[src/bsc_pkg.sv]
// Package for the BSC secondary station responder: payload structs, line codes,
// response codes and the byte-wide reflected CRC-16 update. No dependencies.
package bsc_pkg;

    localparam int MaxFrame = 4096;
    localparam int CntW = $clog2(MaxFrame + 1);

    localparam logic [7:0] C_SYN = 8'h32;
    localparam logic [7:0] C_EOT = 8'h37;
    localparam logic [7:0] C_ENQ = 8'h2D;
    localparam logic [7:0] C_NAK = 8'h3D;
    localparam logic [7:0] C_DLE = 8'h10;
    localparam logic [7:0] C_STX = 8'h02;
    localparam logic [7:0] C_ETX = 8'h03;
    localparam logic [7:0] C_PAD = 8'hFF;
    localparam logic [7:0] C_ESC = 8'h27;
    localparam logic [7:0] C_ACK0 = 8'h70;
    localparam logic [7:0] C_ACK1 = 8'h61;
    localparam logic [7:0] C_GPOLL = 8'h7F;
    localparam logic [7:0] SEL_BIT = 8'h20;

    localparam logic [3:0] R_NONE = 4'd0;
    localparam logic [3:0] R_ACK0 = 4'd1;
    localparam logic [3:0] R_ACK1 = 4'd2;
    localparam logic [3:0] R_NAK = 4'd3;
    localparam logic [3:0] R_EOT = 4'd4;
    localparam logic [3:0] R_RVI = 4'd5;
    localparam logic [3:0] R_SENSE_NR = 4'd6;
    localparam logic [3:0] R_SENSE_DE = 4'd7;
    localparam logic [3:0] R_DATA = 4'd8;

    localparam logic [0:0] REG_CRC_POLY = 1'b0;
    localparam logic [15:0] CRC_POLY_RST = 16'hA001;

    typedef struct packed {
        logic [7:0] rx_byte;
        logic       frame_end;
        logic       terminal_connected;
        logic       terminal_has_data;
    } in_item_t;

    typedef struct packed {
        logic [3:0] response_code;
        logic       text_accepted;
        logic       crc_error;
        logic       skip_escape;
    } out_item_t;

    // Frame summary handed from front to back at frame end
    typedef struct packed {
        logic       lead_ok;
        logic       ack_match;
        logic       enq_match;
        logic       ps_frame;
        logic       gpoll;
        logic       select;
        logic       stx_match;
        logic       text_complete;
        logic       crc_good;
        logic       esc;
        logic       connected;
        logic       has_data;
    } frame_sum_t;

    // One byte of reflected CRC, eight shift steps
    function automatic logic [15:0] crc_byte(input logic [15:0] crc,
                                             input logic [7:0] b,
                                             input logic [15:0] poly);
        logic [15:0] c;
        c = crc ^ {8'h00, b};
        for (int k = 0; k < 8; k++) begin
            c = c[0] ? ((c >> 1) ^ poly) : (c >> 1);
        end
        return c;
    endfunction

endpackage

[src/bsc_front.sv]
// Front end: stores header and tail bytes, runs the CRC, classifies at frame end.
// Depends on bsc_pkg.
module bsc_front
    import bsc_pkg::*;
(
    input  logic        clk,
    input  logic        rst_n,
    input  logic [15:0] poly,
    input  logic        in_valid,
    input  in_item_t    in_data,
    output logic        in_stall,
    output logic        sum_valid,
    output frame_sum_t  sum_data,
    input  logic        sum_stall
);

    logic [7:0]      hdr_reg [8];
    logic [7:0]      tail_reg [4];
    logic [CntW-1:0] cnt_reg;
    logic [15:0]     crc_reg;
    logic            vld_reg;
    frame_sum_t      sum_reg;

    logic            take;
    logic            keep;
    logic [7:0]      hdr_n [8];
    logic [7:0]      tail_n [4];
    logic [CntW-1:0] cnt_next;
    logic [15:0]     crc_next;
    frame_sum_t      sum_next;

    assign in_stall = vld_reg && sum_stall;
    assign take = in_valid && !in_stall;
    assign keep = cnt_reg < CntW'(MaxFrame);
    assign sum_valid = vld_reg;
    assign sum_data = sum_reg;

    // Byte store and CRC for the kept bytes
    always_comb
    begin
        hdr_n = hdr_reg;
        tail_n = tail_reg;
        cnt_next = cnt_reg;
        crc_next = crc_reg;
        if (keep)
        begin
            if (cnt_reg >= CntW'(6))
                crc_next = crc_byte(crc_reg, tail_reg[2], poly);
            if (cnt_reg < CntW'(8))
                hdr_n[cnt_reg[2:0]] = in_data.rx_byte;
            tail_n[3] = tail_reg[2];
            tail_n[2] = tail_reg[1];
            tail_n[1] = tail_reg[0];
            tail_n[0] = in_data.rx_byte;
            cnt_next = cnt_reg + CntW'(1);
        end
    end

    // Classification on the updated frame
    always_comb
    begin
        sum_next.lead_ok = cnt_next >= CntW'(2) && hdr_n[0] == C_SYN && hdr_n[1] == C_SYN;
        sum_next.ack_match = cnt_next >= CntW'(5) && hdr_n[2] == C_DLE &&
            (hdr_n[3] == C_ACK0 || hdr_n[3] == C_ACK1) && hdr_n[4] == C_PAD;
        sum_next.enq_match = cnt_next >= CntW'(4) && hdr_n[2] == C_ENQ && hdr_n[3] == C_PAD;
        sum_next.ps_frame = cnt_next == CntW'(8) && hdr_n[6] == C_ENQ;
        sum_next.gpoll = hdr_n[4] == C_GPOLL && hdr_n[5] == C_GPOLL;
        sum_next.select = (hdr_n[2] & SEL_BIT) != 8'h00;
        sum_next.stx_match = cnt_next >= CntW'(3) && hdr_n[2] == C_STX;
        sum_next.text_complete = cnt_next >= CntW'(7) && tail_n[0] == C_PAD &&
            tail_n[3] == C_ETX;
        sum_next.crc_good = crc_next[7:0] == tail_n[2] && crc_next[15:8] == tail_n[1];
        sum_next.esc = hdr_n[3] == C_ESC;
        sum_next.connected = in_data.terminal_connected;
        sum_next.has_data = in_data.terminal_has_data;
    end

    always_ff @(posedge clk or negedge rst_n)
    begin
        if (!rst_n)
        begin
            cnt_reg <= '0;
            crc_reg <= '0;
            vld_reg <= 1'b0;
        end
        else
        begin
            if (take)
            begin
                cnt_reg <= in_data.frame_end ? '0 : cnt_next;
                crc_reg <= in_data.frame_end ? '0 : crc_next;
            end
            if (take && in_data.frame_end)
                vld_reg <= 1'b1;
            else if (!sum_stall)
                vld_reg <= 1'b0;
        end
    end

    // Payload registers
    always_ff @(posedge clk)
    begin
        if (take)
        begin
            hdr_reg <= hdr_n;
            tail_reg <= tail_n;
            if (in_data.frame_end)
                sum_reg <= sum_next;
        end
    end

endmodule

[src/bsc_queue.sv]
// Two-entry queue between front and back ends carrying frame summaries.
// Depends on bsc_pkg.
module bsc_queue
    import bsc_pkg::*;
(
    input  logic       clk,
    input  logic       rst_n,
    input  logic       wr_valid,
    input  frame_sum_t wr_data,
    output logic       wr_stall,
    output logic       rd_valid,
    output frame_sum_t rd_data,
    input  logic       rd_stall
);

    frame_sum_t mem_reg [2];
    logic       wp_reg, rp_reg;
    logic [1:0] cnt_reg;
    logic       push, pop;

    assign wr_stall = cnt_reg == 2'd2;
    assign rd_valid = cnt_reg != 2'd0;
    assign rd_data = mem_reg[rp_reg];
    assign push = wr_valid && !wr_stall;
    assign pop = rd_valid && !rd_stall;

    always_ff @(posedge clk or negedge rst_n)
    begin
        if (!rst_n)
        begin
            wp_reg <= 1'b0;
            rp_reg <= 1'b0;
            cnt_reg <= 2'd0;
        end
        else
        begin
            if (push)
                wp_reg <= !wp_reg;
            if (pop)
                rp_reg <= !rp_reg;
            cnt_reg <= cnt_reg + {1'b0, push} - {1'b0, pop};
        end
    end

    always_ff @(posedge clk)
    begin
        if (push)
            mem_reg[wp_reg] <= wr_data;
    end

endmodule

[src/bsc_back.sv]
// Back end: applies station state to a frame summary and registers the response.
// Depends on bsc_pkg.
module bsc_back
    import bsc_pkg::*;
(
    input  logic       clk,
    input  logic       rst_n,
    input  logic       sum_valid,
    input  frame_sum_t sum_data,
    output logic       sum_stall,
    output logic       out_valid,
    output out_item_t  out_data,
    input  logic       out_stall
);

    logic      ack0_reg, eotp_reg, nr_reg, vld_reg;
    out_item_t out_reg;
    logic      ack0_next, eotp_next, nr_next;
    out_item_t out_next;
    logic      take, ack_req, nak_req;

    assign sum_stall = vld_reg && out_stall;
    assign take = sum_valid && !sum_stall;
    assign out_valid = vld_reg;
    assign out_data = out_reg;

    // Response resolution, later matches override earlier ones
    always_comb
    begin
        ack0_next = ack0_reg;
        eotp_next = eotp_reg;
        nr_next = nr_reg;
        out_next = '0;
        ack_req = 1'b0;
        nak_req = 1'b0;
        if (sum_data.lead_ok)
        begin
            if (sum_data.ack_match && eotp_reg)
            begin
                out_next.response_code = R_EOT;
                eotp_next = 1'b0;
            end
            if (sum_data.enq_match)
            begin
                ack0_next = 1'b1;
                ack_req = 1'b1;
            end
            if (sum_data.ps_frame)
            begin
                if (sum_data.gpoll)
                begin
                    if (!sum_data.connected)
                        out_next.response_code = R_EOT;
                    else if (nr_reg)
                    begin
                        out_next.response_code = R_SENSE_DE;
                        eotp_next = 1'b1;
                        nr_next = 1'b0;
                    end
                    else if (sum_data.has_data)
                    begin
                        out_next.response_code = R_DATA;
                        eotp_next = 1'b1;
                    end
                    else
                        out_next.response_code = R_EOT;
                end
                else if (sum_data.select)
                begin
                    if (sum_data.connected)
                    begin
                        ack0_next = 1'b1;
                        ack_req = 1'b1;
                    end
                    else
                        out_next.response_code = R_RVI;
                end
                else if (sum_data.connected)
                    ack_req = 1'b1;
                else
                begin
                    out_next.response_code = R_SENSE_NR;
                    eotp_next = 1'b1;
                    nr_next = 1'b1;
                end
            end
            if (sum_data.stx_match)
            begin
                if (sum_data.text_complete && sum_data.crc_good)
                begin
                    out_next.text_accepted = 1'b1;
                    out_next.skip_escape = sum_data.esc;
                    ack_req = 1'b1;
                end
                else
                begin
                    out_next.crc_error = sum_data.text_complete;
                    nak_req = 1'b1;
                end
            end
            if (ack_req)
            begin
                out_next.response_code = ack0_next ? R_ACK0 : R_ACK1;
                ack0_next = !ack0_next;
            end
            if (nak_req)
                out_next.response_code = R_NAK;
        end
    end

    always_ff @(posedge clk or negedge rst_n)
    begin
        if (!rst_n)
        begin
            ack0_reg <= 1'b1;
            eotp_reg <= 1'b0;
            nr_reg <= 1'b1;
            vld_reg <= 1'b0;
        end
        else
        begin
            if (take)
            begin
                ack0_reg <= ack0_next;
                eotp_reg <= eotp_next;
                nr_reg <= nr_next;
                vld_reg <= 1'b1;
            end
            else if (!out_stall)
                vld_reg <= 1'b0;
        end
    end

    always_ff @(posedge clk)
    begin
        if (take)
            out_reg <= out_next;
    end

endmodule

[src/bsc_secondary_station_responder.sv]
// BSC secondary station responder, top level: APB register, front, queue, back.
// Depends on bsc_pkg, bsc_front, bsc_queue, bsc_back.
// One byte per cycle when not stalled; the byte-wide CRC update in the front end
// sets that rate. After a frame's last byte is taken its response passes the front
// register, queue entry and back register; queue holds two frame summaries.
// Reset: station state set, counters and CRC cleared, poly A001 hex, no data held.
module bsc_secondary_station_responder
    import bsc_pkg::*;
(
    input  logic        clk,
    input  logic        rst_n,
    input  logic        in_valid,
    input  in_item_t    in_data,
    output logic        in_stall,
    output logic        out_valid,
    output out_item_t   out_data,
    input  logic        out_stall,
    input  logic        psel,
    input  logic        penable,
    input  logic        pwrite,
    input  logic [1:0]  paddr,
    input  logic [31:0] pwdata,
    output logic [31:0] prdata,
    output logic        pready
);

    logic [15:0] poly_reg;
    logic        f_valid, f_stall, b_valid, b_stall;
    frame_sum_t  f_data, b_data;

    // Configuration register
    assign pready = 1'b1;
    assign prdata = (paddr[1:0] == {REG_CRC_POLY, 1'b0}) ? {16'h0000, poly_reg} : 32'h0;

    always_ff @(posedge clk or negedge rst_n)
    begin
        if (!rst_n)
            poly_reg <= CRC_POLY_RST;
        else if (psel && penable && pwrite && paddr == {REG_CRC_POLY, 1'b0})
            poly_reg <= pwdata[15:0];
    end

    bsc_front u_front (
        .clk(clk), .rst_n(rst_n), .poly(poly_reg),
        .in_valid(in_valid), .in_data(in_data), .in_stall(in_stall),
        .sum_valid(f_valid), .sum_data(f_data), .sum_stall(f_stall)
    );

    bsc_queue u_queue (
        .clk(clk), .rst_n(rst_n),
        .wr_valid(f_valid), .wr_data(f_data), .wr_stall(f_stall),
        .rd_valid(b_valid), .rd_data(b_data), .rd_stall(b_stall)
    );

    bsc_back u_back (
        .clk(clk), .rst_n(rst_n),
        .sum_valid(b_valid), .sum_data(b_data), .sum_stall(b_stall),
        .out_valid(out_valid), .out_data(out_data), .out_stall(out_stall)
    );

endmodule

[config.mk]
export PLATFORM = sky130hd
export DESIGN_NAME = bsc_secondary_station_responder
export DESIGN_NICKNAME = d
export VERILOG_FILES = /design/src/bsc_pkg.sv /design/src/bsc_front.sv /design/src/bsc_queue.sv /design/src/bsc_back.sv /design/src/bsc_secondary_station_responder.sv
export SDC_FILE = /design/constraint.sdc
export NUM_CORES = 1
export LEC_CHECK = 0
export ABC_CLOCK_PERIOD_IN_PS = 5400
export CAP_MARGIN = 20
export CELL_PAD_IN_SITES_DETAIL_PLACEMENT = 1
export CELL_PAD_IN_SITES_GLOBAL_PLACEMENT = 2
export CORE_UTILIZATION = 42
export CTS_CLUSTER_SIZE = 24
export DETAILED_ROUTE_END_ITERATION = 7
export DONT_BUFFER_PORTS = 1
export GPL_ROUTABILITY_DRIVEN = 0
export PLACE_DENSITY_LB_ADDON = 0.1
export SLEW_MARGIN = 20
export SYNTH_ARGS = -nofsm -noshare
export SYNTH_HDL_FRONTEND = slang
export SYNTH_SLANG_ARGS = --single-unit
[constraint.sdc]
create_clock -name clk -period 5.4 [get_ports clk]
set_clock_uncertainty 0.1 [all_clocks]
set_input_delay 0 -clock clk [delete_from_list [all_inputs] [get_ports clk]]
set_output_delay 0 -clock clk [all_outputs]
set_load 0.1 [all_outputs]
== Word level (Yosys, flattened, before mapping) ==
Memories as Yosys holds them, arrays and structs flattened.
Index checks and enable logic that the tools add are counted.

* Bits in latches: 0
* Memory bits (read-only): 0
* Memories kept: 1
* Bits of input ports: 52
* Register bits: 169
* Memory bits (writable): 24

{| class="wikitable"
|+ Memories
! name !! depth !! bits a word !! read ports !! clocked after Yosys merged registers in !! write ports !! line !! source
|-
| u_queue.mem_reg || 2 || 12 || 1 || 0 || 1 || bsc_queue.sv:16 || <nowiki>frame_sum_t mem_reg [2];</nowiki>
|}

* $add $sub $neg: 3
* Magnitude comparators: 10
* Equal/unequal tests: 24
* Multiply operators: 0
* Bitwise gates (word level): 12
* Shifts and indexed selects: 0
* Muxes and demuxes: 68
* Divide/modulo/power cells: 0
* Reductions and logical operators: 42

{| class="wikitable"
|+ Operators by type and width
! kind !! number
|-
| $mux W16 || 12
|-
| $mux W64 || 2
|-
| $xor A15 B16 Y16 || 8
|-
| $bwmux W64 || 1
|-
| $ge A13 B3 Y1 const B || 4
|-
| $eq A8 B6 Y1 const B || 5
|-
| $mux W1 || 36
|-
| $eq A8 B7 Y1 const B || 4
|-
| $mux W32 || 1
|-
| $mux W4 || 7
|-
| $ge A13 B2 Y1 const B || 2
|-
| $mux W13 || 2
|-
| $logic_and A1 B1 Y1 || 25
|-
| $demux W8 S3 || 1
|-
| $eq A8 B8 Y1 const B || 3
|-
| $eq A8 B2 Y1 const B || 2
|-
| $eq A8 B8 Y1 || 2
|-
| $xor A16 B8 Y16 || 1
|-
| $add A13 B1 Y13 const B || 1
|-
| $eq A13 B4 Y1 const B || 1
|-
| $lt A13 B13 Y1 const B || 1
|-
| $lt A13 B4 Y1 const B || 1
|-
| $mux W3 || 3
|-
| $eq A8 B5 Y1 const B || 1
|-
| 20 further kinds || 33
|}

== Logic depth before layout (Yosys ltp) ==
* Depth in word-level cells: 21
* Mapped depth: 19
* Mapped depth without buffers: 15

== Cells and area by module ==
Synthesis repeated with hierarchy kept, for this count alone.

* Cell total of the unflattened synthesis: 1178
* Area total of the unflattened synthesis: 12191.7 sq um

{| class="wikitable"
|+ By module, submodules not included
! module !! area an instance (sq um) !! cells an instance !! times used
|-
| bsc_front || 9540.4 || 989 || 1
|-
| bsc_queue || 1077.3 || 55 || 1
|-
| bsc_secondary_station_responder || 914.6 || 72 || 1
|-
| bsc_back || 659.4 || 62 || 1
|}

== Worst setup path after synthesis ==
No wires, ideal clock.

* Path type: register -> register
* Start point: register u_front.tail_reg[9] (netlist bit)
* End point: register u_front.sum_reg (netlist bit u_front.sum_data[3]) (data pin)
* Path buffers: 1
* Path slack: 647 ps
* Period minus slack after synthesis: 4753 ps
* Cell stages (with the launch flop): 17
* Library setup time: 170 ps
* Data required time: 5130 ps
* Arrival time: 4483 ps
* Cells stage by stage: edfxtp_1 xnor2_2 nor4_1 a311o_1 a311oi_1 a21oi_1 or3_1 a31o_1 a31o_1 a221oi_2 buf_6 xor2_4 nand2_2 xnor3_1 a2111oi_2 nand4_1 nor4_2

{| class="wikitable"
|+ RTL lines
! element !! line !! source
|-
| from (decl) || bsc_front.sv:18 || <nowiki>logic [7:0] tail_reg [4];</nowiki>
|-
| from (signal assigned) || bsc_front.sv:106 || <nowiki>tail_reg <= tail_n;</nowiki>
|-
| to (signal assigned) || bsc_front.sv:108 || <nowiki>sum_reg <= sum_next;</nowiki>
|-
| to (decl) || bsc_front.sv:22 || <nowiki>frame_sum_t sum_reg;</nowiki>
|}

==> metrics.cfg <==
[synth]
synth_enable_flop_cells=131
ys_types=91
synth-seq-cells=185
synthCells=1190
yosys_warnings=0
synth.cell_area_um2=11970
synth_ff_type=edfxtp_1
yosys.area.top_type_share_pct=32.86
synthArstFlopShare_pct=29.19
yosys.area.top_type=edfxtp_1
ys_seq_area_share_pct=44.20
avgSynthCellArea_um2=10.06
synth_area_leaders=edfxtp_1 33%, dfrtp_1 10%, mux2_2 8.6%, xnor2_1 7.0%, nand2_1 4.6%

[worst_setup_path]
critPathRequiredTime_ns=5.58
cp-start-kind=flip-flop
r2r_start=u_front.crc_reg[0]
critPathMaxStageDelay_ns=0.53
cp_common_cell=o31a_1
cp_num_buf_inv=2
worstSetupStartpoint=u_front.crc_reg[0]
critPathMaxFanout=23
r2r_slack_ns=0.28
arrival_ns=5.30
crit_chain=xor2_2 > buf_8 > a21oi_1 > o21ai_0 > and3_1 > nor3_1 > xnor3_2 > buf_4 > nor4b_1 > o31a_1 > a31oi_1 > xnor3_1 > or2_1 > a211oi_1 > o31a_1 > nand4_1 > nor4_2
cp_top_family=simple AND/OR/NAND/NOR gates
endpoint_kind=flip-flop
cp_slowest_cell=xnor3_1
path_class=flip-flop to flip-flop

[cells_and_area]
mostFrequentLayoutCell=nand2_1
design_area_um2=13630
final_cells=1618
fin_util_pct=48.80
drive_above_1_share_pct=18.11
final_cell_mix=148 x nand2_1, 131 x edfxtp_1, 95 x xnor2_1
nNetsFinal=1279
area_delta_synth_final_pct=13.88
largest_register_ffs=56
regArea_um2=5294
multi_input_area_um2=6301
nFillCells=3139

[clock_tree]
cts_tree=done
numClockSinks=185
cts_root_buffer=clkbuf_16
cts.htree.levels=4
path_clk_slew_ns=0.08
clockBufferDepth=2
clkLatencyLatePin_ns=0.45
cts-buffers-inserted=17

[status]
status=completed

[timing]
slew_headroom_pct=29.17
maxSlewViolCount=0
fin_crit_ns=5.124
setup_violations=0
fin_crit_sh_pct=94.88
fmax_mhz=195.2
finalHoldViolCount=0
worstMarginPinSlew_ns=1.059
fin_hold_ws_ns=0.07958

[run]
cap_violations=0

[place]
dp.cells=1542
placed_cell_area_um2=12550
io_buffers=0
dp_hpwl_um=23840

[grt]
track_usage_pct=24.25
grt_max_degree=66
grt_pass1_vias=9288
grt_pass1_wl_um=53750
antenna_found_initial=2
grt_overflow=0

[floorplanning]
die_area_um2=29180
io_pins=94
start_util_pct=42.85
placementRows=61
chipWidth_um=170.8
core_area_um2=27930
die_h_um=170.8

[routing]
vias=9244
final_antenna_net_count=0
drtIter0Drc=543
drcViolationCount=0
wl_per_cell_um=21.09
dr.pass1.iters=5
wl_um=34120
vias_per_cell=5.713

[min_path]
hp-class=primary input to flip-flop
holdCritStartpoint=in_data[0]

routing by layer:
layer / vias to the layer above / global-route usage [%] / wire length [µm]
li1: 4374 / - / -
met1: 4696 / 35.48 / 17070
met2: 148 / 37.73 / 15670
met3: 24 / 4.048 / 1070
met4: 2 / 4.581 / 298
met5: - / 0 / 13
logic make-up (layout without fill, tap and decap cells):
family	count (synthesis)	in the layout	share of synthesized area, %
buffers and inverters	121	153	4.463
adder cells (fa/ha/maj)	3	3	0.3136
AND/OR/NAND/NOR	391	391	16.16
flip-flops	185	185	44.20
multiplexers	127	127	11.57
AO/OA/AOI/OAI	234	234	12.76
XOR/XNOR	127	127	10.46
other	2	20	0.06274
through the flow:
stage	TNS (ns)	setup slack (ns)
floorplan	0	0.6469
global placement	0	0.2116
detailed placement	0	0.1296
CTS	0	0.09360
global route	-0.02187	-0.02187
finish	0	0.2762
cells in the mapped netlist, drive strengths merged (6+ instances only):
library cell and n:
a211oi 7, a21boi 7, a21oi 50, a31oi 9, and2 17, and3 19
buf 26, clkbuf 59, dfrtp 49, edfxtp 131, inv 35, mux2 91
mux2i 36, nand2 149, nand2b 7, nand3 47, nand3b 7, nand4 14
nor2 63, nor3 17, nor4 11, o211ai 7, o21ai 74, o22ai 7
o31ai 11, or2 6, xnor2 100, xnor3 6, xor2 21
final timing paths:
check / to / cells past startpoint
min reg2reg: u_queue.mem_reg[1][11] / 0
min: u_front.sum_data[0] / 1
min in group asynchronous: u_queue.cnt_reg[1] / 3
max reg2reg: u_front.sum_data[3] / 17
max: u_front.sum_data[3] / 17
max in group asynchronous: u_front.crc_reg[14] / 4
layout make-up:
| class | instances | area share [%] |
|---|---|---|
| multi-input combinational | 899 | 46.22 |
| clock inverter | 14 | 1.120 |
| sequential | 185 | 38.83 |
| timing repair buffer | 85 | 6.076 |
| tap | 378 | 3.469 |
| clock buffer | 18 | 3.222 |
| antenna | 3 | 0.05507 |
| inverter | 36 | 1.000 |
repair_timing:
action | in CTS | in global routing
endpoints found under the setup margin | 0 | 1
setup buffers | 0 | 8
resized for setup | 0 | 12
hold endpoints to repair | 182 | 0
hold buffers | 33 | 0
Power is not shown: default switching activity piles up to over one toggle a cycle in this logic, so the estimate is an artifact.
